$ cat config.mk
export PLATFORM = sky130hd
export DESIGN_NAME = mi4_ctrl
export DESIGN_NICKNAME = d
export VERILOG_FILES = /design/src/rtl/mi4_pkg.sv /design/src/rtl/mi4_ctrl.sv
export SDC_FILE = /design/constraint.sdc
export NUM_CORES = 1
export LEC_CHECK = 0
export ABC_AREA = 1
export BUFFER_PORTS_ARGS = -buffer_cell sky130_fd_sc_hd__buf_2
export CORE_MARGIN = 3
export CORE_UTILIZATION = 50
export DETAILED_ROUTE_END_ITERATION = 8
export GPL_TIMING_DRIVEN = 0
export PLACE_DENSITY = 0.76
export RECOVER_POWER = 25
export SLEW_MARGIN = 40
export SYNTH_ARGS = -nofsm -noshare
export SYNTH_HDL_FRONTEND = slang
export SYNTH_SLANG_ARGS = --single-unit
$ cat constraint.sdc
create_clock -name aclk -period 2.3 [get_ports aclk]
set_clock_uncertainty 0.05 [all_clocks]
set_input_delay 0.46 -clock aclk [delete_from_list [all_inputs] [get_ports aclk]]
set_output_delay 0.46 -clock aclk [all_outputs]
set_load 0.05 [all_outputs]
$ cat src/rtl/mi4_pkg.sv
// Shared constants, command and status types and index helpers for the 4x4 matrix inverter.
`timescale 1ns / 1ps

package mi4_pkg;

    localparam int ELEMENT_WIDTH = 32;
    localparam int FRACTION_BITS = 16;

    localparam int EW      = ELEMENT_WIDTH;
    localparam int MUL_W   = EW + 1;
    localparam int PROD_W  = 2 * MUL_W;
    localparam int PAIR_W  = 2 * EW;
    localparam int ACC_W   = 3 * EW + 4;
    localparam int ACC_X   = 4 * EW;
    localparam int DET_W   = 4 * EW + 8;
    localparam int NUM_W   = ACC_W + 2 * FRACTION_BITS;
    localparam int DSH_W   = DET_W + EW;
    localparam int QCNT_W  = $clog2(EW);
    localparam int TDATA_W = ((EW + 4 + 7) / 8) * 8;
    localparam int TUSER_W = 2;

    // Multiplier operand selections.
    localparam logic [1:0] MS_XY  = 2'd0;
    localparam logic [1:0] MS_PLO = 2'd1;
    localparam logic [1:0] MS_PHI = 2'd2;
    localparam logic [1:0] MS_CHK = 2'd3;

    typedef struct packed {
        logic       load_wr;
        logic       rd_en;
        logic [3:0] addr_a;
        logic [3:0] addr_b;
        logic       mul_en;
        logic [1:0] mul_sel;
        logic [1:0] chunk;
        logic       pair_ld;
        logic       acc_clr;
        logic       acc_add;
        logic       acc_hi;
        logic       acc_neg;
        logic       adj_wr;
        logic       adj_rd;
        logic [3:0] adj_idx;
        logic       det_clr;
        logic       det_add;
        logic       dmag_ld;
        logic       div_init;
        logic       div_big;
        logic       div_step;
        logic       out_ld;
        logic       out_sing;
        logic       out_last;
    } mi4_cmd_t;

    typedef struct packed {
        logic det_zero;
        logic out_free;
    } mi4_stat_t;

    // Index i of a 3-element minor mapped back to a 4-element line, skipping line s.
    function automatic logic [1:0] mi4_skip(input logic [1:0] i, input logic [1:0] s);
        return (i >= s) ? (i + 2'd1) : i;
    endfunction

    // Column picked by minor row i in permutation term t of a 3x3 determinant.
    function automatic logic [1:0] mi4_perm_col(input logic [2:0] t, input logic [1:0] i);
        logic [5:0] p;
        case (t)
            3'd0:    p = {2'd2, 2'd1, 2'd0};
            3'd1:    p = {2'd0, 2'd2, 2'd1};
            3'd2:    p = {2'd1, 2'd0, 2'd2};
            3'd3:    p = {2'd1, 2'd2, 2'd0};
            3'd4:    p = {2'd0, 2'd1, 2'd2};
            3'd5:    p = {2'd2, 2'd0, 2'd1};
            default: p = {2'd2, 2'd1, 2'd0};
        endcase
        case (i)
            2'd0:    return p[1:0];
            2'd1:    return p[3:2];
            default: return p[5:4];
        endcase
    endfunction

    // Odd permutations carry a minus sign.
    function automatic logic mi4_perm_neg(input logic [2:0] t);
        return (t >= 3'd3);
    endfunction

endpackage

$ cat src/rtl/mi4_ctrl.sv
// Sequencing state machine of the matrix inverter.
`timescale 1ns / 1ps

module mi4_ctrl (
    input  logic                aclk,
    input  logic                aresetn,
    input  logic                s_tvalid,
    output logic                s_tready,
    input  mi4_pkg::mi4_stat_t  stat,
    output mi4_pkg::mi4_cmd_t   cmd
);
    import mi4_pkg::*;

    localparam logic [4:0] S_LOAD = 5'd0;
    localparam logic [4:0] S_RD   = 5'd1;
    localparam logic [4:0] S_M1   = 5'd2;
    localparam logic [4:0] S_P1   = 5'd3;
    localparam logic [4:0] S_M2   = 5'd4;
    localparam logic [4:0] S_A2   = 5'd5;
    localparam logic [4:0] S_A3   = 5'd6;
    localparam logic [4:0] S_WR   = 5'd7;
    localparam logic [4:0] S_DM   = 5'd8;
    localparam logic [4:0] S_DA   = 5'd9;
    localparam logic [4:0] S_DMAG = 5'd10;
    localparam logic [4:0] S_SING = 5'd11;
    localparam logic [4:0] S_QRD  = 5'd12;
    localparam logic [4:0] S_QLD  = 5'd13;
    localparam logic [4:0] S_QBIG = 5'd14;
    localparam logic [4:0] S_QDIV = 5'd15;
    localparam logic [4:0] S_QOUT = 5'd16;

    logic [4:0]        state_reg, state_next;
    logic [3:0]        load_cnt_reg, load_cnt_next;
    logic [3:0]        k_reg, k_next;
    logic [2:0]        t_reg, t_next;
    logic [1:0]        j_reg, j_next;
    logic [QCNT_W-1:0] qc_reg, qc_next;

    logic [1:0] row_r, col_c;
    logic [3:0] addr_x, addr_y, addr_z;

    // Cofactor (r,c) uses the minor without row c and column r.
    always_comb begin
        row_r  = k_reg[3:2];
        col_c  = k_reg[1:0];
        addr_x = {mi4_skip(2'd0, col_c), mi4_skip(mi4_perm_col(t_reg, 2'd0), row_r)};
        addr_y = {mi4_skip(2'd1, col_c), mi4_skip(mi4_perm_col(t_reg, 2'd1), row_r)};
        addr_z = {mi4_skip(2'd2, col_c), mi4_skip(mi4_perm_col(t_reg, 2'd2), row_r)};
    end

    always_comb begin
        state_next    = state_reg;
        load_cnt_next = load_cnt_reg;
        k_next        = k_reg;
        t_next        = t_reg;
        j_next        = j_reg;
        qc_next       = qc_reg;
        cmd           = '0;
        cmd.adj_idx   = k_reg;
        cmd.chunk     = j_reg;
        cmd.acc_neg   = mi4_perm_neg(t_reg) ^ row_r[0] ^ col_c[0];
        s_tready      = 1'b0;

        case (state_reg)
            S_LOAD: begin
                s_tready   = 1'b1;
                cmd.addr_a = load_cnt_reg;
                if (s_tvalid) begin
                    cmd.load_wr   = 1'b1;
                    load_cnt_next = load_cnt_reg + 4'd1;
                    if (load_cnt_reg == 4'd15) begin
                        cmd.det_clr = 1'b1;
                        k_next      = 4'd0;
                        t_next      = 3'd0;
                        state_next  = S_RD;
                    end
                end
            end
            S_RD: begin
                cmd.rd_en   = 1'b1;
                cmd.addr_a  = addr_x;
                cmd.addr_b  = addr_y;
                cmd.acc_clr = (t_reg == 3'd0);
                state_next  = S_M1;
            end
            S_M1: begin
                cmd.mul_en  = 1'b1;
                cmd.mul_sel = MS_XY;
                cmd.rd_en   = 1'b1;
                cmd.addr_a  = addr_z;
                state_next  = S_P1;
            end
            S_P1: begin
                cmd.pair_ld = 1'b1;
                state_next  = S_M2;
            end
            S_M2: begin
                cmd.mul_en  = 1'b1;
                cmd.mul_sel = MS_PLO;
                state_next  = S_A2;
            end
            S_A2: begin
                cmd.acc_add = 1'b1;
                cmd.mul_en  = 1'b1;
                cmd.mul_sel = MS_PHI;
                state_next  = S_A3;
            end
            S_A3: begin
                cmd.acc_add = 1'b1;
                cmd.acc_hi  = 1'b1;
                if (t_reg == 3'd5) begin
                    t_next     = 3'd0;
                    state_next = S_WR;
                end else begin
                    t_next     = t_reg + 3'd1;
                    state_next = S_RD;
                end
            end
            S_WR: begin
                cmd.adj_wr = 1'b1;
                if (col_c == 2'd0) begin
                    // First-column cofactors feed the determinant along row zero.
                    cmd.rd_en  = 1'b1;
                    cmd.addr_a = {2'd0, row_r};
                    j_next     = 2'd0;
                    state_next = S_DM;
                end else if (k_reg == 4'd15) begin
                    state_next = S_DMAG;
                end else begin
                    k_next     = k_reg + 4'd1;
                    state_next = S_RD;
                end
            end
            S_DM: begin
                cmd.mul_en  = 1'b1;
                cmd.mul_sel = MS_CHK;
                state_next  = S_DA;
            end
            S_DA: begin
                cmd.det_add = 1'b1;
                if (j_reg == 2'd3) begin
                    k_next     = k_reg + 4'd1;
                    state_next = S_RD;
                end else begin
                    j_next     = j_reg + 2'd1;
                    state_next = S_DM;
                end
            end
            S_DMAG: begin
                cmd.dmag_ld = 1'b1;
                k_next      = 4'd0;
                state_next  = stat.det_zero ? S_SING : S_QRD;
            end
            S_SING: begin
                if (stat.out_free) begin
                    cmd.out_ld   = 1'b1;
                    cmd.out_sing = 1'b1;
                    cmd.out_last = 1'b1;
                    state_next   = S_LOAD;
                end
            end
            S_QRD: begin
                cmd.adj_rd = 1'b1;
                state_next = S_QLD;
            end
            S_QLD: begin
                cmd.div_init = 1'b1;
                state_next   = S_QBIG;
            end
            S_QBIG: begin
                cmd.div_big = 1'b1;
                qc_next     = '0;
                state_next  = S_QDIV;
            end
            S_QDIV: begin
                cmd.div_step = 1'b1;
                qc_next      = qc_reg + QCNT_W'(1);
                if (qc_reg == QCNT_W'(EW - 1)) begin
                    state_next = S_QOUT;
                end
            end
            S_QOUT: begin
                if (stat.out_free) begin
                    cmd.out_ld   = 1'b1;
                    cmd.out_last = (k_reg == 4'd15);
                    if (k_reg == 4'd15) begin
                        state_next = S_LOAD;
                    end else begin
                        k_next     = k_reg + 4'd1;
                        state_next = S_QRD;
                    end
                end
            end
            default: begin
                state_next = S_LOAD;
            end
        endcase
    end

    always_ff @(posedge aclk) begin
        if (!aresetn) begin
            state_reg    <= S_LOAD;
            load_cnt_reg <= 4'd0;
            k_reg        <= 4'd0;
            t_reg        <= 3'd0;
            j_reg        <= 2'd0;
            qc_reg       <= '0;
        end else begin
            state_reg    <= state_next;
            load_cnt_reg <= load_cnt_next;
            k_reg        <= k_next;
            t_reg        <= t_next;
            j_reg        <= j_next;
            qc_reg       <= qc_next;
        end
    end

endmodule

# ---- Yosys cells after proc, flatten, opt, wreduce, memory -nomap -nowiden
# Cells that the tools add are included.
dict set report totals {
  regBits 23
  out_inout_bits 36
  word_cells 133
}
dict set report op_classes {
  n_addsub 8
  order_cmp 7
  eq_ne 34
  muxes 62
  bitwise 2
  n_reduce_logical 14
}
# operator n
set ops {}
lappend ops {{5-bit one-hot mux with 17 select lines} 1}
lappend ops {{5-bit by 4-bit == test with 1-bit output (second input constant)} 8}
lappend ops {{4-bit 2-to-1 mux} 10}
lappend ops {{5-bit 2-to-1 mux} 7}
lappend ops {{6-bit one-hot mux with 5 select lines} 1}
lappend ops {{1-bit 2-to-1 mux} 22}
lappend ops {{5-bit by 3-bit == test with 1-bit output (second input constant)} 4}
lappend ops {{4-bit one-hot mux with 5 select lines} 1}
lappend ops {{3-bit 2-to-1 mux} 6}
lappend ops {{2-bit != test (second input constant)} 9}
lappend ops {{4-bit one-hot mux with 4 select lines} 1}
lappend ops {{2-bit 2-to-1 mux} 6}
lappend ops {{3-bit one-hot mux with 4 select lines} 1}
lappend ops {{5-bit by 2-bit == test with 1-bit output (second input constant)} 2}
lappend ops {{5-bit == test (second input constant)} 2}
lappend ops {{5-bit one-hot mux with 2 select lines} 1}
lappend ops {{2-bit by 1-bit adder with 2-bit output (second input constant)} 4}
lappend ops {{4-bit by 1-bit adder with 4-bit output (second input constant)} 2}
lappend ops {{4-bit == test (second input constant)} 2}
lappend ops {{3-bit by 2-bit == test with 1-bit output (second input constant)} 2}
lappend ops {{3-bit == test (second input constant)} 2}
lappend ops {{2-bit >= comparator} 3}
lappend ops {{1-bit one-hot mux with 2 select lines} 3}
lappend ops {{3-bit one-hot mux with 2 select lines} 1}
lappend ops {{20 further kinds} 26}

# ---- Depth between registers and ports, before layout
dict set report logic_depth {
  depth_word 5
  mapped_depth 15
  ltp_nobuf 15
}

# ---- Worst setup path after synthesis
# No wires, ideal clock.
dict set report synth_timing {
  kind {reg2out}
  start {reg state_reg[4]}
  end {out cmd[18] in the netlist's numbering}
  arrival_ns 2.482
  required_time_ns 1.790
  setup_slack_ns -0.692
  stages_incl_launch_ff 6
  path_cell_list {dfxtp_1 > nor2_2 > nand2_1 > nor2_1 > inv_1 > nor4_1}
}
# element line
set synth_rtl {}
lappend synth_rtl {{from (decl)} mi4_ctrl.sv:32} ;# logic [4:0] state_reg, state_next;
lappend synth_rtl {{from (signal assigned)} mi4_ctrl.sv:209} ;# state_reg <= state_next;
lappend synth_rtl {{to (decl)} mi4_ctrl.sv:10} ;# output mi4_pkg::mi4_cmd_t cmd

==> qor.csv <==
stage,metric,value,unit
timing,final worst setup slack,-425.5,ps
run,max-cap violations,0,
clocking,CTS tree,done,
pwr,Clock power frac,11.3,%
floorplan,Core Region,3521,um^2
floorplan,Initial Util,55.05,%
outcome,outcome,finished with violations,
yosys,Syn Inst Count,327,
yosys,synthesized area,1938,um^2
critical_path,critical path type,reg -> out,
floorplan,die area,4659,um^2
routing,Routed Wire Length,6.050,mm
yosys,"Seq/Total Area, Yosys",23.76,%
finish,Area growth syn-to-layout,33.83,%
clocking,CTS Sinks,23,
floorplan,row count,21,
placed_design,dpl cells,413,
routing,wire per inst,14.04,um
placed_design,post-DP HPWL,4.283,mm
global_route,GRT overflow,0,
pwr,Int Power,0.9971,mW
yosys,Post-synth EDFFs,0,
timing,RSZ-0062 raised after global routing,yes,
min_path,Hold Crit Class,reg -> reg,
clocking,cts hold-fix bufs,0,
floorplan,num ports,41,
pwr,Logic pwr share,68.2,%
pwr,Leakage,1.363,nW
clocking,clock transition at the registers of the reported paths,90,ps
finish,Layout fillers,305,
routing,antenna-violating nets left,0,
pwr,Worst VDD drop,0.6123,mV
yosys,share of flip-flops with an asynchronous set or reset,0,%
yosys,mux contribution to synthesized area,0,%
finish,share of layout cells above drive strength 1,29.09,%
yosys,yosys warns,0,
finish,diodes inserted,0,
placed_design,gpl congestion,0.9417,
yosys,synthesized net count,346,
pwr,Net Sw Frac,58.23,%
finish,Nets,405,
yosys,Syn Area/Cell,5.927,um^2
yosys,largest family of logic cells by synthesized area,simple AND/OR/NAND/NOR gates,
global_route,global-route wire length before repair,8.990,mm
clocking,worst-skew pair later-pin latency,270,ps
critical_path,CP arrival,2220,ps
global_route,initial antenna violation count,0,
pwr,switching power,1.390,mW
routing,DRC violations left,0,
timing,Tmin final,2725,ps
routing,Pre-antenna DRT Iters,5,
timing,worst-margin pin slew,589.1,ps
global_route,number of global-route vias before repair,2049,
pwr,power per cell area,920.2,nW/um^2
clocking,clk buf depth,2,
clocking,H-Tree Depth,1,
yosys,adder-cell share of the synthesized area,9.038,%
yosys,main flop type after synthesis,dfxtp_1,
yosys,Synth Register Bits,23,
finish,multi-input gate area in the final layout,1435,um^2
timing,max_slew headroom,60.58,%
timing,Final setup viols,13,
routing,Iter 0 DRT Violations,172,
routing,vias per std cell,5.559,
global_route,largest net degree at the start of global routing,13,
clocking,Num CTS Buffers,3,
yosys,Synth Area in Compound Gates,13.94,%
timing,Final period util,118.5,%
critical_path,Worst EP required,1790,ps
global_route,GRT Overall Usage,25.94,%
outcome,failing checks,setup timing,
critical_path,Worst setup SP type,flip-flop,
finish,fin util,73.67,%
yosys,Post-Synth Simple-Gate Area,39.70,%
clocking,root buffer cell,clkbuf_8,
pwr,register share of total power,20.5,%
yosys,xor/xnor share of the synthesized area,1.808,%
floorplan,Die Wd,68.26,um
critical_path,CP Max Fanout,3,
placed_design,# port buffers,40,
timing,"Slew Viols, Final",0,
timing,Achievable Freq,366.9,MHz
routing,DR vias,2396,
finish,Register Area,475.5,um^2
timing,count of final hold-check violations,0,
pwr,PnR Total Power,2.387,mW
floorplan,die height,68.26,um
yosys,synth unique cells,24,
critical_path,Crit. End Element,output pin,
finish,fin cells,431,
-- logic make-up (layout without fill, tap and decap cells) --
logic type               count (synthesis)  in the layout
AND/OR/NAND/NOR                        176            176
buffers and inverters                   60            118
AO/OA/AOI/OAI                           50             50
flip-flops                              23             23
adder cells (fa/ha/maj)                 14             14
XOR/XNOR                                 4              4
-- metal layers --
metal / wire [um] / global-route usage (%) / vias up
met4: 196 / 9.181 / 0
met1: 2490 / 31.16 / 1072
li1: - / - / 1179
met5: 0 / 0 / -
met3: 402 / 4.762 / 29
met2: 2960 / 45.73 / 116
-- cell usage after synthesis, drive strengths merged (2+ instances only) --
cell type  number  area share (%)
a21oi          27             7.0
buf             2            0.52
clkbuf          2            0.39
dfxtp          23              24
ha             14             9.0
inv            55              11
nand2          84              16
nand3          38              10
nand4           6             1.9
nor2           42             9.8
nor3            5             1.3
o21ai          18             4.6
xnor2           2            0.90
xor2            2            0.90
-- layout make-up --
class,instances,share of cell area (%)
buffer,4,0.8201
multi-input combinational,244,55.33
tap,46,2.219
timing repair buffer,54,13.27
clock buffer,4,1.737
sequential,23,18.33
inverter,56,8.297
-- worst paths after layout --
check,start,endpoint,slack [ps],cells after the start
setup reg to reg,state_reg[1],state_reg[3],300,5
hold / removal,qc_reg[4],qc_reg[4],430,2
setup / recovery,t_reg[0],cmd[30],-430,12
hold reg to reg,qc_reg[4],qc_reg[4],430,2
-- worst max-delay path: stages, from the launching register on --
cell,delay (ps)
dfxtp_4,380
buf_4,160
o21ai_0,300
nand2_2,110
nand2_2,90
ha_4,210
o21ai_4,60
nand2_2,80
nand2_2,80
nand3_1,70
nand3_1,70
nand4_1,140
buf_6,190
-- cells in the final DEF (no fill, tap or decap), types with 5 or more instances in the layout --
cell type	count
nand2_1	74
nand3_1	35
buf_4	16
nand2_2	9
nor2_1	28
dfxtp_1	17
ha_1	11
buf_2	30
nor2_4	7
inv_1	48
nor2_2	7
o21ai_0	13
nand4_1	6
a21oi_1	24
inv_2	5
-- power by group through the flow --
stage	combinational (mW)	clock [mW]	sequential (mW)
finish	1.63	0.270	0.489
global route	1.76	0.287	0.497
CTS	1.57	0.271	0.487
detailed placement	1.48	0	0.496
global placement	1.47	0	0.496
floorplan	1.12	0	0.518
-- timing repair --
action,CTS,global route
cloned,0,0
setup endpoints to repair,10,14
pin swaps,11,9
buffers inserted,10,4
resized for setup,34,25
-- metrics by stage --
stage	TNS [ps]	setup WS, ps	cell area, um^2	hold WS [ps]
after detailed placement	-868.6	-248.3	2268	417.1
after CTS	-1166	-395.7	2480	430.2
after global routing	-4064	-531.9	2594	442.4
final	-2084	-425.5	2594	425.8
after global placement	-738.0	-206.0	2268	406.7
after floorplan	-336.5	-186.8	2011	393.8
Power figures use the tool's default switching activity.
